--- src/hdl/i2cm_pkg.sv ---
// Package for the single-byte I2C master: command codes, step plan layout,
// result word type and the step decoder. No dependencies.
package i2cm_pkg;

  localparam logic [1:0] CMD_TICK  = 2'd0;
  localparam logic [1:0] CMD_WRITE = 2'd1;
  localparam logic [1:0] CMD_READ  = 2'd2;

  localparam int unsigned STEP_W = 7;
  localparam int unsigned OFF_W  = 5;

  localparam logic [6:0] ADDR_RESET = 7'd24;

  // Segment start steps of the write plan.
  localparam logic [STEP_W-1:0] WR_ADDR_BASE  = 7'd4;
  localparam logic [STEP_W-1:0] WR_RACK0_BASE = 7'd28;
  localparam logic [STEP_W-1:0] WR_DATA_BASE  = 7'd32;
  localparam logic [STEP_W-1:0] WR_RACK1_BASE = 7'd56;
  localparam logic [STEP_W-1:0] WR_STOP_BASE  = 7'd60;
  localparam logic [STEP_W-1:0] WR_LAST       = 7'd62;

  // Segment start steps of the read plan.
  localparam logic [STEP_W-1:0] RD_ADDRW_BASE = 7'd4;
  localparam logic [STEP_W-1:0] RD_RACK0_BASE = 7'd28;
  localparam logic [STEP_W-1:0] RD_RSTRT_BASE = 7'd32;
  localparam logic [STEP_W-1:0] RD_ADDRR_BASE = 7'd36;
  localparam logic [STEP_W-1:0] RD_RACK1_BASE = 7'd60;
  localparam logic [STEP_W-1:0] RD_RECV_BASE  = 7'd64;
  localparam logic [STEP_W-1:0] RD_SACK_BASE  = 7'd89;
  localparam logic [STEP_W-1:0] RD_STOP_BASE  = 7'd92;
  localparam logic [STEP_W-1:0] RD_LAST       = 7'd94;

  typedef enum logic [2:0] {
    SEG_START,
    SEG_ADDR_W,
    SEG_ADDR_R,
    SEG_DATA,
    SEG_RACK,
    SEG_RECV,
    SEG_SACK,
    SEG_STOP
  } seg_t;

  typedef struct packed {
    seg_t              seg;
    logic [OFF_W-1:0]  off;
    logic              last;
  } dec_t;

  typedef struct packed {
    logic       scl_level;
    logic       sda_level;
    logic       busy_res;
    logic       done_res;
    logic [7:0] read_byte;
    logic       nack_seen;
  } res_t;

  function automatic dec_t step_decode(logic rd, logic [STEP_W-1:0] step);
    dec_t              d;
    logic [STEP_W-1:0] base;
    d.seg = SEG_START;
    base  = '0;
    if (rd) begin
      if (step >= RD_STOP_BASE) begin
        d.seg = SEG_STOP;
        base  = RD_STOP_BASE;
      end else if (step >= RD_SACK_BASE) begin
        d.seg = SEG_SACK;
        base  = RD_SACK_BASE;
      end else if (step >= RD_RECV_BASE) begin
        d.seg = SEG_RECV;
        base  = RD_RECV_BASE;
      end else if (step >= RD_RACK1_BASE) begin
        d.seg = SEG_RACK;
        base  = RD_RACK1_BASE;
      end else if (step >= RD_ADDRR_BASE) begin
        d.seg = SEG_ADDR_R;
        base  = RD_ADDRR_BASE;
      end else if (step >= RD_RSTRT_BASE) begin
        d.seg = SEG_START;
        base  = RD_RSTRT_BASE;
      end else if (step >= RD_RACK0_BASE) begin
        d.seg = SEG_RACK;
        base  = RD_RACK0_BASE;
      end else if (step >= RD_ADDRW_BASE) begin
        d.seg = SEG_ADDR_W;
        base  = RD_ADDRW_BASE;
      end
      d.last = (step == RD_LAST);
    end else begin
      if (step >= WR_STOP_BASE) begin
        d.seg = SEG_STOP;
        base  = WR_STOP_BASE;
      end else if (step >= WR_RACK1_BASE) begin
        d.seg = SEG_RACK;
        base  = WR_RACK1_BASE;
      end else if (step >= WR_DATA_BASE) begin
        d.seg = SEG_DATA;
        base  = WR_DATA_BASE;
      end else if (step >= WR_RACK0_BASE) begin
        d.seg = SEG_RACK;
        base  = WR_RACK0_BASE;
      end else if (step >= WR_ADDR_BASE) begin
        d.seg = SEG_ADDR_W;
        base  = WR_ADDR_BASE;
      end
      d.last = (step == WR_LAST);
    end
    d.off = OFF_W'(step - base);
    return d;
  endfunction

  // Bit index of a three-step bit slot, valid for offsets up to 23.
  function automatic logic [2:0] slot_index(logic [OFF_W-1:0] v);
    logic [8:0] p;
    p = 9'(v) * 9'd11;
    return p[7:5];
  endfunction

  // Phase within a three-step bit slot.
  function automatic logic [1:0] slot_phase(logic [OFF_W-1:0] v);
    logic [OFF_W-1:0] t;
    t = OFF_W'(slot_index(v)) * OFF_W'(3);
    return 2'(v - t);
  endfunction

endpackage

--- src/hdl/i2cm_seq.sv ---
// Transfer sequencer: holds the bus state and computes one pin step per tick word.
// Depends on i2cm_pkg.
module i2cm_seq (
  input  logic              clk,
  input  logic              rst_n,
  input  logic              step_en,
  input  logic [1:0]        cmd,
  input  logic [7:0]        write_byte,
  input  logic              sda_sample,
  input  logic              cfg_we,
  input  logic [6:0]        cfg_addr,
  output i2cm_pkg::res_t    res
);
  import i2cm_pkg::*;

  logic [6:0]        slave_addr_r;
  logic [STEP_W-1:0] step_r, step_nxt;
  logic              is_read_r, is_read_nxt;
  logic              active_r, active_nxt;
  logic [7:0]        shift_r, shift_nxt;
  logic [7:0]        received_r, received_nxt;
  logic              nack_r, nack_nxt;
  logic              scl_r, scl_nxt;
  logic              sda_r, sda_nxt;
  logic              done;

  dec_t              dec;
  logic [2:0]        tx_idx, rx_idx;
  logic [1:0]        tx_ph, rx_ph;
  logic [OFF_W-1:0]  rx_off;
  logic [7:0]        tx_byte;

  assign dec    = step_decode(is_read_r, step_r);
  assign rx_off = dec.off - OFF_W'(1);
  assign tx_idx = slot_index(dec.off);
  assign tx_ph  = slot_phase(dec.off);
  assign rx_idx = slot_index(rx_off);
  assign rx_ph  = slot_phase(rx_off);

  always_comb begin
    case (dec.seg)
      SEG_ADDR_W: tx_byte = {slave_addr_r, 1'b0};
      SEG_ADDR_R: tx_byte = {slave_addr_r, 1'b1};
      default:    tx_byte = shift_r;
    endcase
  end

  always_comb begin
    step_nxt     = step_r;
    is_read_nxt  = is_read_r;
    active_nxt   = active_r;
    shift_nxt    = shift_r;
    received_nxt = received_r;
    nack_nxt     = nack_r;
    scl_nxt      = scl_r;
    sda_nxt      = sda_r;
    done         = 1'b0;
    if ((cmd == CMD_WRITE || cmd == CMD_READ) && !active_r) begin
      active_nxt  = 1'b1;
      is_read_nxt = (cmd == CMD_READ);
      step_nxt    = '0;
      nack_nxt    = 1'b0;
      shift_nxt   = (cmd == CMD_READ) ? 8'h00 : write_byte;
    end else if (cmd == CMD_TICK && active_r) begin
      case (dec.seg)
        SEG_START: begin
          case (dec.off[1:0])
            2'd0:    sda_nxt = 1'b1;
            2'd1:    scl_nxt = 1'b1;
            2'd2:    sda_nxt = 1'b0;
            default: scl_nxt = 1'b0;
          endcase
        end
        SEG_ADDR_W, SEG_ADDR_R, SEG_DATA: begin
          case (tx_ph)
            2'd0:    sda_nxt = tx_byte[~tx_idx];
            2'd1:    scl_nxt = 1'b1;
            default: scl_nxt = 1'b0;
          endcase
        end
        SEG_RACK: begin
          case (dec.off[1:0])
            2'd0:    sda_nxt = 1'b1;
            2'd1:    scl_nxt = 1'b1;
            2'd2:    nack_nxt = nack_r | sda_sample;
            default: scl_nxt = 1'b0;
          endcase
        end
        SEG_RECV: begin
          if (dec.off == '0) begin
            sda_nxt = 1'b1;
          end else begin
            case (rx_ph)
              2'd0: scl_nxt = 1'b1;
              2'd1: begin
                if (sda_sample) begin
                  shift_nxt[~rx_idx] = 1'b1;
                end
              end
              default: scl_nxt = 1'b0;
            endcase
          end
        end
        SEG_SACK: begin
          case (dec.off[1:0])
            2'd0:    sda_nxt = 1'b1;
            2'd1:    scl_nxt = 1'b1;
            default: scl_nxt = 1'b0;
          endcase
        end
        default: begin
          case (dec.off[1:0])
            2'd0:    sda_nxt = 1'b0;
            2'd1:    scl_nxt = 1'b1;
            default: sda_nxt = 1'b1;
          endcase
        end
      endcase
      if (dec.last) begin
        active_nxt = 1'b0;
        done       = 1'b1;
        step_nxt   = '0;
        if (is_read_r) begin
          received_nxt = shift_r;
        end
      end else begin
        step_nxt = step_r + STEP_W'(1);
      end
    end
  end

  always_comb begin
    res.scl_level = scl_nxt;
    res.sda_level = sda_nxt;
    res.busy_res  = active_nxt;
    res.done_res  = done;
    res.read_byte = received_nxt;
    res.nack_seen = nack_nxt;
  end

  always_ff @(posedge clk) begin
    if (!rst_n) begin
      slave_addr_r <= ADDR_RESET;
      step_r       <= '0;
      is_read_r    <= 1'b0;
      active_r     <= 1'b0;
      shift_r      <= '0;
      received_r   <= '0;
      nack_r       <= 1'b0;
      scl_r        <= 1'b1;
      sda_r        <= 1'b1;
    end else begin
      if (cfg_we) begin
        slave_addr_r <= cfg_addr;
      end
      if (step_en) begin
        step_r     <= step_nxt;
        is_read_r  <= is_read_nxt;
        active_r   <= active_nxt;
        shift_r    <= shift_nxt;
        received_r <= received_nxt;
        nack_r     <= nack_nxt;
        scl_r      <= scl_nxt;
        sda_r      <= sda_nxt;
      end
    end
  end

`ifndef NO_ASSERTIONS
  a_step_range: assert property (@(posedge clk) disable iff (!rst_n)
    step_r <= RD_LAST) else $error("step index beyond the read plan");
  a_idle_step: assert property (@(posedge clk) disable iff (!rst_n)
    !active_r |-> step_r == '0) else $error("step index not cleared while idle");
  a_write_range: assert property (@(posedge clk) disable iff (!rst_n)
    (active_r && !is_read_r) |-> step_r <= WR_LAST)
    else $error("step index beyond the write plan");
  a_done_idle: assert property (@(posedge clk) disable iff (!rst_n)
    (step_en && done) |=> (!active_r && scl_r && sda_r))
    else $error("bus not released after stop");
`endif

endmodule

--- src/hdl/i2cm_out_stage.sv ---
// Result register: holds one finished result word until it is taken.
// Depends on i2cm_pkg.
module i2cm_out_stage (
  input  logic            clk,
  input  logic            rst_n,
  input  logic            load,
  input  i2cm_pkg::res_t  res,
  input  logic            out_ready,
  output logic            out_valid,
  output i2cm_pkg::res_t  out_res
);
  import i2cm_pkg::*;

  logic valid_r, valid_nxt;
  res_t res_r;

  always_comb begin
    valid_nxt = valid_r;
    if (load) begin
      valid_nxt = 1'b1;
    end else if (out_ready) begin
      valid_nxt = 1'b0;
    end
  end

  always_ff @(posedge clk) begin
    if (!rst_n) begin
      valid_r <= 1'b0;
    end else begin
      valid_r <= valid_nxt;
    end
  end

  always_ff @(posedge clk) begin
    if (load) begin
      res_r <= res;
    end
  end

  assign out_valid = valid_r;
  assign out_res   = res_r;

endmodule

--- src/hdl/i2c_master_single_byte.sv ---
// Top level of the single-byte I2C master: input register, sequencer and
// result register. Depends on i2cm_pkg, i2cm_seq and i2cm_out_stage.
//
// Each input word is one command: a tick that advances the bus by one pin
// step while active, a write or read request that is taken only while idle,
// or code 3, which does nothing. Every word yields exactly one result word
// with the SCL and SDA levels, busy, done, the last received byte and the
// nack flag. The block takes one word per clock while result words are
// taken; the input register takes the word and the combinational step logic
// loads the result register. A result word that is not taken holds the
// input register, which then holds off the next input word. A write
// transfer takes 63 ticks, a read transfer 95. The address register resets
// to 24 and is written through the cfg port, always ready.
module i2c_master_single_byte (
  input  logic       clk,
  input  logic       rst_n,
  input  logic       in_valid,
  output logic       in_ready,
  input  logic [1:0] in_cmd,
  input  logic [7:0] in_write_byte,
  input  logic       in_sda_sample,
  output logic       out_valid,
  input  logic       out_ready,
  output logic       out_scl_level,
  output logic       out_sda_level,
  output logic       out_busy_res,
  output logic       out_done_res,
  output logic [7:0] out_read_byte,
  output logic       out_nack_seen,
  input  logic       cfg_valid,
  output logic       cfg_ready,
  input  logic [6:0] cfg_slave_address
);
  import i2cm_pkg::*;

  logic       in_valid_r, in_valid_nxt;
  logic [1:0] cmd_r;
  logic [7:0] write_byte_r;
  logic       sda_sample_r;
  logic       advance;
  logic       res_valid;
  res_t       step_res;
  res_t       out_res;

  assign advance  = in_valid_r && (!res_valid || out_ready);
  assign in_ready = !in_valid_r || advance;
  assign cfg_ready = 1'b1;

  always_comb begin
    in_valid_nxt = in_valid_r;
    if (in_valid && in_ready) begin
      in_valid_nxt = 1'b1;
    end else if (advance) begin
      in_valid_nxt = 1'b0;
    end
  end

  always_ff @(posedge clk) begin
    if (!rst_n) begin
      in_valid_r <= 1'b0;
    end else begin
      in_valid_r <= in_valid_nxt;
    end
  end

  always_ff @(posedge clk) begin
    if (in_valid && in_ready) begin
      cmd_r        <= in_cmd;
      write_byte_r <= in_write_byte;
      sda_sample_r <= in_sda_sample;
    end
  end

  i2cm_seq u_seq (
    .clk        (clk),
    .rst_n      (rst_n),
    .step_en    (advance),
    .cmd        (cmd_r),
    .write_byte (write_byte_r),
    .sda_sample (sda_sample_r),
    .cfg_we     (cfg_valid && cfg_ready),
    .cfg_addr   (cfg_slave_address),
    .res        (step_res)
  );

  i2cm_out_stage u_out (
    .clk       (clk),
    .rst_n     (rst_n),
    .load      (advance),
    .res       (step_res),
    .out_ready (out_ready),
    .out_valid (res_valid),
    .out_res   (out_res)
  );

  assign out_valid     = res_valid;
  assign out_scl_level = out_res.scl_level;
  assign out_sda_level = out_res.sda_level;
  assign out_busy_res  = out_res.busy_res;
  assign out_done_res  = out_res.done_res;
  assign out_read_byte = out_res.read_byte;
  assign out_nack_seen = out_res.nack_seen;

endmodule

--- config.mk ---
export PLATFORM = sky130hd
export DESIGN_NAME = i2c_master_single_byte
export DESIGN_NICKNAME = d
export VERILOG_FILES = /design/src/hdl/i2cm_pkg.sv /design/src/hdl/i2cm_seq.sv /design/src/hdl/i2cm_out_stage.sv /design/src/hdl/i2c_master_single_byte.sv
export SDC_FILE = /design/constraint.sdc
export NUM_CORES = 1
export LEC_CHECK = 0
export ABC_AREA = 1
export BUFFER_PORTS_ARGS = -buffer_cell sky130_fd_sc_hd__buf_2
export CORE_MARGIN = 4
export CORE_UTILIZATION = 45
export DETAILED_ROUTE_END_ITERATION = 10
export PLACE_DENSITY = 0.66
export SYNTH_ARGS = -nofsm -noshare
export SYNTH_HDL_FRONTEND = slang
export SYNTH_SLANG_ARGS = --single-unit
--- constraint.sdc ---
create_clock -name clk -period 6.75 [get_ports clk]
set_clock_uncertainty 0.15 [all_clocks]
set_input_delay 0 -clock clk [delete_from_list [all_inputs] [get_ports clk]]
set_output_delay 0 -clock clk [all_outputs]
set_load 0.02 [all_outputs]
==> Word-level counts from Yosys, hierarchy flattened <==
Cells that the tools add are included.
{ "word_totals": {"ff_bits": 61, "latchBits": 0, "mem_bits_rw": 0, "mem_bits_ro": 0, "in_bits": 23, "output_inout_bits": 16, "mem_count": 0} }
{ "classes": {"add_sub_neg": 5, "multipliers": 4, "n_div": 0, "order_cmp": 12, "n_eq_ne": 15, "shifts": 0, "mux": 72, "n_bitwise": 5, "n_reduce_logical": 31} }
{ "op_table": {"columns": ["operator", "n"], "rows": [
  ["$mux W8", 11],
  ["$mux W5", 10],
  ["$mux W3", 12],
  ["$ge A7 B6 Y1 const B", 4],
  ["$mux W1", 25],
  ["$ge A7 B7 Y1 const B", 3],
  ["$mux W7", 3],
  ["$mul A5 B4 Y8 const B", 2],
  ["$pmux W8 S2", 1],
  ["$pmux W1 S2", 6],
  ["$reduce_bool A2 Y1", 6],
  ["$eq A3 B3 Y1 const B", 3],
  ["$eq A2 B1 Y1 const B", 4],
  ["$logic_not A2 Y1", 4],
  ["$lt A3 B4 Y1 const B", 2],
  ["$or A8 B8 Y8", 1],
  ["$pmux W1 S4", 2],
  ["$reduce_or A2 Y1", 4],
  ["$add A7 B1 Y7 const B", 1],
  ["$eq A7 B6 Y1 const B", 1],
  ["$eq A7 B7 Y1 const B", 1],
  ["$ge A7 B3 Y1 const B", 1],
  ["$ge A7 B5 Y1 const B", 1],
  ["$eq A3 B2 Y1 const B", 2],
  ["21 further kinds", 34]
]} }

==> Longest topological paths before layout <==
Gate-level depths: netlist of run 1.
{ "logic_depth": {"ltp_word": 25, "mapped_depth": 37} }

==> Cells and area by module <==
A second synthesis of run 1 with hierarchy kept.
{ "hier_totals": {"cells_unflattened": 573, "hier_area_um2": 4257.8} }
{ "by_module_without_submodules": {"columns": ["mod", "n_inst", "cells_per_inst", "area_per_inst_um2", "seq_area_each_um2"], "rows": [
  ["i2cm_seq", 1, 532, 3417.0, 700.7],
  ["i2cm_out_stage", 1, 19, 434.2, 410.4],
  ["i2c_master_single_byte", 1, 22, 406.6, 350.3]
]} }

==> Least setup slack after synthesis of run 1 <==
Ideal clock, no wire load.
{ "synth_timing": {"kind": "register -> register", "from": "register u_seq.step_r[1]", "to": "register u_out.res_r (netlist bit u_out.out_res[12]), data pin", "arrival_ps": 5201, "t_required_ps": 6336, "path_slack_ps": 1135, "path_stages_with_launch": 32, "synth_period_minus_slack_ps": 5615, "cell_sequence": "dfxtp_1 -> inv_1 -> ha_1 -> nor2_1 -> nand2_1 -> nand2_1 -> nand2_1 -> nand2_1 -> inv_1 -> ha_1 -> ha_1 -> xnor2_1 -> inv_1 -> ha_1 -> nand2_1 -> nand2_1 -> xnor2_1 -> ha_1 -> inv_1 -> fa_1 -> inv_1 -> ha_1 -> a21oi_1 -> nand2_1 -> xor2_1 -> ha_1 -> xor2_1 -> xor2_1 -> xnor2_1 -> a21oi_1 -> o21ai_0 -> a21oi_2"} }
{ "synth_rtl": {"columns": ["item", "line_no", "text"], "rows": [
  ["from (decl)", "i2cm_seq.sv:17", "logic [STEP_W-1:0] step_r, step_nxt;"],
  ["from (signal assigned)", "i2cm_seq.sv:157", "step_r <= step_nxt;"],
  ["to (signal assigned)", "i2cm_out_stage.sv:36", "res_r <= res;"],
  ["to (decl)", "i2cm_out_stage.sv:15", "res_t res_r;"]
]} }

==> Final worst setup path of run 1 <==
{ "layout_timing": {"from": "register u_seq.step_r[1]", "to": "register u_seq.shift_r[0]"} }
{ "layout_between": {"elab_chain_len": 25, "word_cells_on_any_way": 57, "cone_classes": "add/sub: 3; mul: 2; order compare: 11; eq/ne: 3; mux: 31; bitwise: 2; reduce/logical: 5"} }
{ "layout_lines": {"columns": ["item", "line_no", "text"], "rows": [
  ["parallel branches: the longest is 25 deep, another holds $ge A7 B3 Y1", null, null],
  ["to (signal assigned)", "i2cm_seq.sv:160", "shift_r <= shift_nxt;"],
  ["to (decl)", "i2cm_seq.sv:20", "logic [7:0] shift_r, shift_nxt;"]
]} }
Several ways; the timed one is not identified. The select of a mux whose other input is x is not followed.
A chain may end at the register's enable or synchronous reset.

==> results of run 1 <==
how the worst max path moves through the flow:
stage,startpoint,endpoint,slack (ns),cells after the start
floorplan,u_seq.step_r[1]$_SDFFE_PN0P_,u_out.out_res[12]$_DFFE_PP_,1.13,31
global placement,u_seq.step_r[1]$_SDFFE_PN0P_,u_seq.shift_r[2]$_SDFFE_PN0P_,0.95,35
detailed placement,u_seq.step_r[1]$_SDFFE_PN0P_,u_seq.shift_r[0]$_SDFFE_PN0P_,0.68,35
CTS,u_seq.step_r[1]$_SDFFE_PN0P_,u_seq.shift_r[0]$_SDFFE_PN0P_,0.64,35
global route,u_seq.step_r[1]$_SDFFE_PN0P_,u_seq.shift_r[0]$_SDFFE_PN0P_,0.17,35
finish,u_seq.step_r[1]$_SDFFE_PN0P_,u_seq.shift_r[0]$_SDFFE_PN0P_,0.78,35
timing repair:
action                                  4_1_cts  5_1_grt
endpoints found under the setup margin        0        1
gates resized for setup                       0        1
setup buffers                                 0        0
endpoints found under the hold margin        30        0
hold buffers                                 35        0
state kept, by name, indices dropped and copies added, names as in the netlist, 2 cells and up:
register,count
u_seq.received_r,8
u_seq.slave_addr_r,7
cmd_r,2
u_out.out_res,13
write_byte_r,8
u_seq.step_r,7
u_seq.shift_r,8
layout make-up:
class                   count  area share, %
repair buffers             73          11.03
flip-flops and latches     61          29.67
clock inverters             6         0.9909
inverters                  83          6.377
clock buffers              10          3.023
multi-input cells         382          46.16
well taps                 108          2.744
per-layer routing:
layer	wire [um]	GRT usage, %	vias up	part of all wire [%]
met3	473	3.890	15	4.8
met1	4671	27.15	1647	48
li1	-	-	1917	-
met5	0	0	-	0
met2	4492	31.76	108	46
met4	136	5.279	0	1.4
through the flow:
stage          instance area [um^2]  setup slack, ns
3_3_place_gp                   4369           0.9539
3_5_place_dp                   4369           0.6848
2_1_floorplan                  4100            1.135
5_1_grt                        4925           0.1663
6_report                       4925           0.7809
4_1_cts                        4917           0.6372
cell families (layout without fill, tap and decap cells):
| logic type | after synthesis | count (layout) | synth area share [%] |
|---|---|---|---|
| adders and majority gates | 43 | 43 | 13.49 |
| DFF | 61 | 61 | 35.64 |
| and+or+nand+nor | 210 | 210 | 23.04 |
| xor gates and xnor gates | 15 | 15 | 3.204 |
| other | 1 | 1 | 0.09146 |
| buffers and inverters | 93 | 172 | 9.094 |
| AOI/OAI and AO/OA | 113 | 113 | 15.44 |
power breakdown:
group	total (uW)	switching, uW	internal (uW)
logic	452	287	165
clock network	328	167	162
registers	416	11.1	405
total	1200	465	731
critical path: cells and delay by family (launching register included):
family | cells | cell delay, ns
adder cells (fa/ha/maj) | 8 | 2.17
XOR/XNOR | 6 | 1.19
AND/OR/NAND/NOR | 10 | 0.85
buffers and inverters | 8 | 0.71
flip-flops | 1 | 0.41
AO/OA/AOI/OAI | 3 | 0.39
Yosys cell counts (2+ instances only):
master / instances
nand3_4: 2
edfxtp_1: 24
clkinv_1: 2
fa_1: 2
nand2_1: 99
nor2_1: 54
a31oi_1: 2
o21ai_1: 12
inv_2: 5
inv_1: 75
nand3_2: 3
nand4_1: 3
o211ai_1: 4
dfxtp_1: 37
ha_1: 41
xnor2_1: 6
buf_2: 2
clkbuf_1: 4
a21oi_1: 47
buf_4: 3
nand2_4: 3
nor3_1: 6
nand3_1: 25
nand3b_1: 3
nand2_2: 7
o21ai_0: 38
nor2_2: 2
xor2_1: 9
or2_2: 2
placed cells by master, fill, tap and decap left out, drive strengths merged:
master,count
nand2,109
inv,86
nor2,56
o21ai,50
a21oi,48
ha,41
buf,38
dfxtp,37
dlygate4sd3,35
nand3,30
edfxtp,24
clkbuf,10
xor2,9
nor3,6
xnor2,6
o211ai,4
nand3b,3
nand4,3
or2,3
clkinv,3
a31oi,2
fa,2
a311oi,1
o311ai,1
a21boi,1
a211oi,1
a41o,1
o22ai,1
a22oi,1
a221oi,1
o21bai,1
conb,1
==> flow_metrics.py, run 1 <==
metrics = {
    "global_route": {
        "grt_max_degree": 27,
        "gr-total-overflow": 0,
        "antenna_found_initial": 0,
        "grt_pass1_vias": 3633,
        "grt_pass1_wl_um": 16760,
        "grt_use_total_pct": 19.75,
    },
    "floorplan": {
        "core.rowCount": 34,
        "die_h_um": 103.5,
        "die_x_um": 103.5,
        "die_area_um2": 10700,
        "start_util_pct": 46.56,
        "io_pins": 39,
        "fp.coreArea_um2": 8806,
    },
    "synthesis": {
        "ys_top_cells_by_area": "dfxtp_1, edfxtp_1, ha_1, nand2_1, inv_1",
        "yosys_warnings": 0,
        "synth-edff-count": 24,
        "async_reset_ff_share_pct": 0,
        "yosysSeqAreaShare_pct": 35.64,
        "synth_top_area_cell": "dfxtp_1",
        "synth.distinct_cells": 43,
        "synthCells": 536,
        "syn-num-nets": 602,
        "synth_seq_cells": 61,
        "synth_ff_type": "dfxtp_1",
        "syn_area_per_cell_um2": 7.650,
        "synth_area_um2": 4100,
        "yosysTopAreaCellShare_pct": 18.07,
    },
    "min_path": {
        "hold_depth": 2,
        "whs_endpoint": "write_byte_r[7]$_DFFE_PP_",
        "hold_start": "in_write_byte[7]",
        "hold_path_class": "in -> reg",
    },
    "power_and_ir_drop": {
        "leakagePower_uw": 0.002322,
        "power.total_uw": 1196,
        "powerDensity_nw_per_um2": 242.9,
        "ir_drop_mv": 0.1584,
    },
    "sta": {
        "fin_setup_tns_ns": 0,
        "relSlewSlack_pct": 40.47,
        "rsz0062_at_grt": "no",
        "max_slew.worst_pin.slew_ns": 0.8919,
        "setup_viol": 0,
        "fmax_ghz": 0.1675,
        "min_period_ns": 5.969,
        "finalHoldViolCount": 0,
        "whs_ns": 0.2080,
        "slew_viol_final": 0,
        "period_share_pct": 88.43,
    },
    "worst_setup_path": {
        "cpMaxStageDelayCell": "fa_1",
        "r2r_cells": 35,
        "cp-start-kind": "flip-flop",
        "ff2ff_setup_slack_ns": 0.78,
        "crit_type": "reg -> reg",
        "crit_required_ns": 6.87,
        "end_kind": "flip-flop",
        "arrival_ns": 6.09,
        "r2r_end": "u_seq.shift_r[0]$_SDFFE_PN0P_",
        "max_stage_delay_ns": 0.50,
        "crit_path_max_fanout": 9,
        "r2r-start": "u_seq.step_r[1]$_SDFFE_PN0P_",
    },
    "layout": {
        "final-seq-area_um2": 1461,
        "drive_above_1_share_pct": 13.50,
        "nFillCells": 779,
        "fin_cells": 723,
        "nets": 676,
        "syn_to_final_growth_pct": 20.11,
        "diodes": 0,
        "final_util_pct": 55.93,
        "multi_input_area_um2": 2273,
    },
    "clocking": {
        "cts_tree": "yes",
        "clock_sinks": 61,
        "path_clk_slew_ns": 0.08,
        "root_buffer": "clkbuf_8",
        "clock_latency_ns": 0.35,
        "htree_levels": 3,
        "clockBufferDepth": 2,
        "cts_buffers": 9,
    },
    "run": {
        "drv_cap": 0,
    },
    "route": {
        "via_per_inst": 5.100,
        "drtAntennaViolNets": 0,
        "first_iter_violations": 200,
        "firstDrtPassIters": 7,
        "drc": 0,
        "drt-total-wl_um": 9774,
        "post_drt_wl_per_cell_um": 13.52,
        "vias": 3687,
    },
    "placed_design": {
        "gp_congestion": 0.9770,
        "dp_cells": 672,
        "hpwl_um": 7082,
        "place.port_buffers": 37,
    },
    "outcome": {
        "status": "finished clean",
    },
}
No activity file was read; power rests on OpenSTA's default activity.
==> inputs of run 2 (changes only) <==
CAP_MARGIN = 20   (was default)
CORE_UTILIZATION = 50   (was 45)
PLACE_DENSITY = 0.72   (was 0.66)
TNS_END_PERCENT = 20   (was default)
==> run 2 against run 1 <==
Against the previous run:
- utilization rose by 6.9 points
- via count grew 1.3%
- sequential power about the same
- total power fell by 0.94%
- worst setup slack got worse by 0.20 ns
- combinational power decreased by 2%
- flip-flop and latch count unchanged
- non-clock buffer count increased by 2
- sequential share of layout area barely moved
- wire length fell by 0.85%
- critical path type unchanged
- largest cell class unchanged
- largest power group unchanged
- highest routed layer unchanged
==> flow_metrics.py, run 2 (synthesis gave the netlist of run 1 again) <==
metrics = {
    "worst_setup_path": {
        "ff2ff_setup_slack_ns": 0.58,
        "max_stage_delay_ns": 0.51,
        "r2r_cells": 34,
        "cp-start-kind": "flip-flop",
        "cpMaxStageDelayCell": "fa_1",
        "r2r_end": "u_seq.scl_r$_SDFFE_PN1P_",
        "worst-path-buf-inv": 6,
        "critical-path-top-delay-family": "adder cells",
        "r2r-start": "u_seq.step_r[1]$_SDFFE_PN0P_",
        "crit_path_max_fanout": 7,
        "arrival_ns": 6.21,
        "crit_required_ns": 6.79,
        "crit_type": "reg -> reg",
        "cpMostUsedCell": "nand2_1",
        "end_kind": "flip-flop",
    },
    "route": {
        "drt-total-wl_um": 9691,
        "first_iter_violations": 286,
        "drc": 0,
        "via_per_inst": 5.193,
        "vias": 3734,
        "drtAntennaViolNets": 0,
        "firstDrtPassIters": 5,
        "post_drt_wl_per_cell_um": 13.48,
    },
    "min_path": {
        "hold_depth": 2,
        "hold_path_class": "in -> reg",
        "hold_start": "in_write_byte[2]",
        "whs_endpoint": "write_byte_r[2]$_DFFE_PP_",
    },
    "layout": {
        "nFillCells": 710,
        "layout_commonest_cell": "nand2_1",
        "largest_reg_flops": 13,
        "nets": 678,
        "diodes": 0,
        "final_cell_mix": "nand2_1, inv_1, nor2_1, a21oi_1, ha_1",
        "fin_cells": 719,
        "syn_to_final_growth_pct": 20.26,
        "drive_above_1_share_pct": 13.29,
        "final_area_um2": 4931,
    },
    "sta": {
        "setup_viol": 0,
        "fin_setup_tns_ns": 0,
        "max_slew.worst_pin.slew_ns": 0.9087,
        "finalHoldViolCount": 0,
        "period_share_pct": 91.43,
        "min_period_ns": 6.172,
        "slew_viol_final": 0,
        "fmax_ghz": 0.1620,
        "whs_ns": 0.2118,
        "relSlewSlack_pct": 39.36,
        "rsz0062_at_grt": "no",
    },
    "placed_design": {
        "postPlaceCellArea_um2": 4362,
        "place.port_buffers": 37,
        "dp_cells": 666,
        "gp_congestion": 0.9412,
        "hpwl_um": 6914,
    },
    "clocking": {
        "path_clk_slew_ns": 0.08,
        "root_buffer": "clkbuf_8",
        "cts_buffers": 9,
        "clock_sinks": 61,
        "clock_latency_ns": 0.35,
        "clockBufferDepth": 2,
        "htree_levels": 3,
        "cts_tree": "yes",
        "cts_setup_buffers": 0,
    },
    "power_and_ir_drop": {
        "power_frac_seq_pct": 35.1,
        "p_sw_uw": 457.5,
        "swShare_pct": 38.62,
        "p_int_uw": 727.3,
        "pwr-share-comb_pct": 37.4,
        "powerDensity_nw_per_um2": 240.3,
        "clock_power_share_pct": 27.5,
        "ir_drop_mv": 0.1783,
        "leakagePower_uw": 0.002326,
        "power.total_uw": 1185,
    },
    "floorplan": {
        "die_x_um": 98.56,
        "core.rowCount": 32,
        "io_pins": 39,
        "fp.coreArea_um2": 7848,
        "die_h_um": 98.56,
        "die_area_um2": 9713,
        "start_util_pct": 52.25,
    },
    "global_route": {
        "antenna_found_initial": 0,
        "grt_pass1_wl_um": 16370,
        "grt_max_degree": 27,
        "grt_pass1_vias": 3660,
        "gr-total-overflow": 0,
        "grt_use_total_pct": 20.44,
    },
    "outcome": {
        "status": "finished clean",
    },
    "run": {
        "drv_cap": 0,
    },
}
run 2: per-layer routing:
| layer | track usage, % | share of wire, % |
|---|---|---|
| met5 | 0 | 0 |
| met4 | 7.563 | 1.8 |
| met3 | 3.822 | 4.4 |
| met2 | 34.37 | 48 |
| met1 | 26.13 | 46 |
run 2: worst max-delay path by stage:
stage | start | end | slack, ns | cells after the start
final | u_seq.step_r[1]$_SDFFE_PN0P_ | u_seq.scl_r$_SDFFE_PN1P_ | 0.58 | 34
after global routing | u_seq.step_r[1]$_SDFFE_PN0P_ | u_seq.shift_r[7]$_SDFFE_PN0P_ | 0.02 | 35
after CTS | u_seq.step_r[1]$_SDFFE_PN0P_ | u_seq.scl_r$_SDFFE_PN1P_ | 0.60 | 34
after detailed placement | u_seq.step_r[1]$_SDFFE_PN0P_ | u_seq.scl_r$_SDFFE_PN1P_ | 0.65 | 34
after global placement | u_seq.step_r[1]$_SDFFE_PN0P_ | u_seq.shift_r[6]$_SDFFE_PN0P_ | 0.95 | 35
after floorplan | u_seq.step_r[1]$_SDFFE_PN0P_ | u_out.out_res[12]$_DFFE_PP_ | 1.13 | 31
run 2: power groups by stage:
| stage | clock [uW] | sequential [uW] | combinational [uW] |
|---|---|---|---|
| final | 326 | 416 | 443 |
| after global routing | 346 | 418 | 505 |
| after CTS | 331 | 415 | 440 |
| after detailed placement | 0 | 424 | 418 |
| after global placement | 0 | 423 | 406 |
| after floorplan | 0 | 426 | 321 |
run 2: through the flow:
step | utilization (%) | worst slack [ns]
6_report | 62.83 | 0.5784
3_5_place_dp | 55.58 | 0.6494
3_3_place_gp | 55.58 | 0.9501
5_1_grt | 62.83 | 0.02384
4_1_cts | 62.83 | 0.5982
2_1_floorplan | - | 1.135
run 2: layout make-up:
cell class                      count  area (um^2)  area share (%)
Sequential cell                    61         1461           29.64
Inverter                           83        314.1           6.369
Clock buffer                       10        148.9           3.020
Multi-Input combinational cell    382         2266           45.95
Tap cell                          102        127.6           2.588
Clock inverter                      6        50.05           1.015
Timing Repair Buffer               75        563.0           11.42
run 2: what timing repair did:
action,CTS,global route
hold buffers,37,0
endpoints found under the hold margin,30,0
gates resized for setup,0,0
==> inputs of run 3 (changes only) <==
CORE_ASPECT_RATIO = 0.6   (was default)
CORE_MARGIN = 2   (was 4)
==> run 3 against run 2 <==
Against the previous run:
- worst setup slack improved by 0.044 ns
- total power up 14%
- worst hold slack better by 0.013 ns
- flip-flop and latch count unchanged
- critical path type unchanged
- largest power group unchanged
==> flow_metrics.py, run 3 (synthesis gave the netlist of run 1 again) <==
metrics = {
    "layout": {
        "final-seq-area_um2": 1461,
        "syn_to_final_growth_pct": 22.89,
        "nFillCells": 673,
        "fin_cells": 725,
        "nets": 678,
        "final_cell_mix": "nand2_1, inv_1, nor2_1, a21oi_1, ha_1",
        "largest_reg_flops": 13,
        "drive_above_1_share_pct": 13.29,
        "layout_commonest_cell": "nand2_1",
        "final_util_pct": 63.67,
        "multi_input_area_um2": 2266,
        "final_area_um2": 5039,
        "diodes": 0,
    },
    "placed_design": {
        "postPlaceCellArea_um2": 4369,
        "hpwl_um": 7443,
        "place.port_buffers": 37,
        "gp_congestion": 0.9053,
        "dp_cells": 672,
    },
    "global_route": {
        "gr-total-overflow": 0,
        "grt_pass1_wl_um": 16460,
        "grt_use_total_pct": 23.77,
        "grt_pass1_vias": 3386,
        "grt_max_degree": 27,
        "antenna_found_initial": 0,
    },
    "floorplan": {
        "start_util_pct": 51.81,
        "core.rowCount": 25,
        "die_area_um2": 8965,
        "io_pins": 39,
        "fp.coreArea_um2": 7914,
        "die_h_um": 74.15,
        "die_x_um": 120.9,
    },
    "clocking": {
        "root_buffer": "clkbuf_16",
        "clockBufferDepth": 2,
        "cts_resized": 0,
        "cts_buffers": 9,
        "htree_levels": 3,
        "clock_sinks": 61,
        "path_clk_slew_ns": 0.06,
        "cts_tree": "yes",
        "clock_latency_ns": 0.33,
    },
    "worst_setup_path": {
        "arrival_ns": 6.16,
        "cpMaxStageDelayCell": "fa_1",
        "cp-start-kind": "flip-flop",
        "crit_path_max_fanout": 7,
        "end_kind": "flip-flop",
        "crit_required_ns": 6.78,
        "cpMostUsedCell": "nand2_1",
        "crit_type": "reg -> reg",
        "max_stage_delay_ns": 0.51,
        "r2r_cells": 34,
    },
    "route": {
        "drc": 0,
        "drt-total-wl_um": 10210,
        "first_iter_violations": 334,
        "drtAntennaViolNets": 0,
        "vias": 3751,
        "via_per_inst": 5.174,
        "post_drt_wl_per_cell_um": 14.08,
        "firstDrtPassIters": 5,
    },
    "min_path": {
        "hold_depth": 2,
        "hold_path_class": "in -> reg",
    },
    "run": {
        "drv_cap": 0,
    },
    "sta": {
        "rsz0062_at_grt": "no",
        "fin_setup_tns_ns": 0,
        "relSlewSlack_pct": 35.68,
        "max_slew.worst_pin.slew_ns": 0.9638,
        "slew_viol_final": 0,
        "setup_viol": 0,
        "period_share_pct": 90.77,
        "finalHoldViolCount": 0,
        "min_period_ns": 6.127,
        "fmax_ghz": 0.1632,
    },
    "power_and_ir_drop": {
        "leakagePower_uw": 0.002371,
        "ir_drop_mv": 0.1834,
        "powerDensity_nw_per_um2": 267.3,
    },
    "outcome": {
        "status": "finished clean",
    },
}
[run 3: final timing paths]
path	start	endpoint	slack [ns]
worst min-delay path	in_cmd[1]	cmd_r[1]$_DFFE_PP_	0.22
worst max-delay path	u_seq.step_r[1]$_SDFFE_PN0P_	u_seq.scl_r$_SDFFE_PN1P_	0.62
worst min register to register	u_out.out_valid$_SDFFE_PN0P_	u_out.out_valid$_SDFFE_PN0P_	0.35
worst max register to register	u_seq.step_r[1]$_SDFFE_PN0P_	u_seq.scl_r$_SDFFE_PN1P_	0.62
[run 3: report_power, final]
group / internal [uW] / switching (uW)
combinational: 175 / 296
sequential: 405 / 11.5
clock: 287 / 172
[run 3: area by class of cell]
cell class | instances | area share (%)
multi-input cells | 382 | 44.97
flip-flops and latches | 61 | 29.00
repair buffers | 75 | 11.17
inverters | 83 | 6.233
clock buffers | 9 | 4.470
well taps | 108 | 2.682
clock inverters | 7 | 1.465
[run 3: critical path: cells and delay by family, from the launching register on]
family,cells,cell delay [ns]
xor+xnor,6,1.32
simple gates,9,0.70
buf+inv,6,0.57
compound gates,5,0.65
flops,1,0.39
fa+ha+maj,8,2.16
[run 3: repair_timing]
item                       CTS  global route
buffers inserted             0             0
hold endpoints to repair    30             0
hold buffers                37             0
setup endpoints to repair    0             0
[run 3: per-stage QoR]
stage	hold slack [ns]	setup WS [ns]	power, uW
3_3_place_gp	0.02725	0.9295	853.0
4_1_cts	0.2117	0.6423	1350
3_5_place_dp	0.02899	0.6600	868.2
2_1_floorplan	-0.05113	1.135	747.3
6_report	0.2246	0.6227	1347
5_1_grt	0.2275	0.09270	1433
[run 3: metal layers]
metal	GRT usage, %	share of wire (%)
met1	35.98	51
met2	34.33	40
met3	5.138	7.9
met4	5.943	0.48
met5	0	0
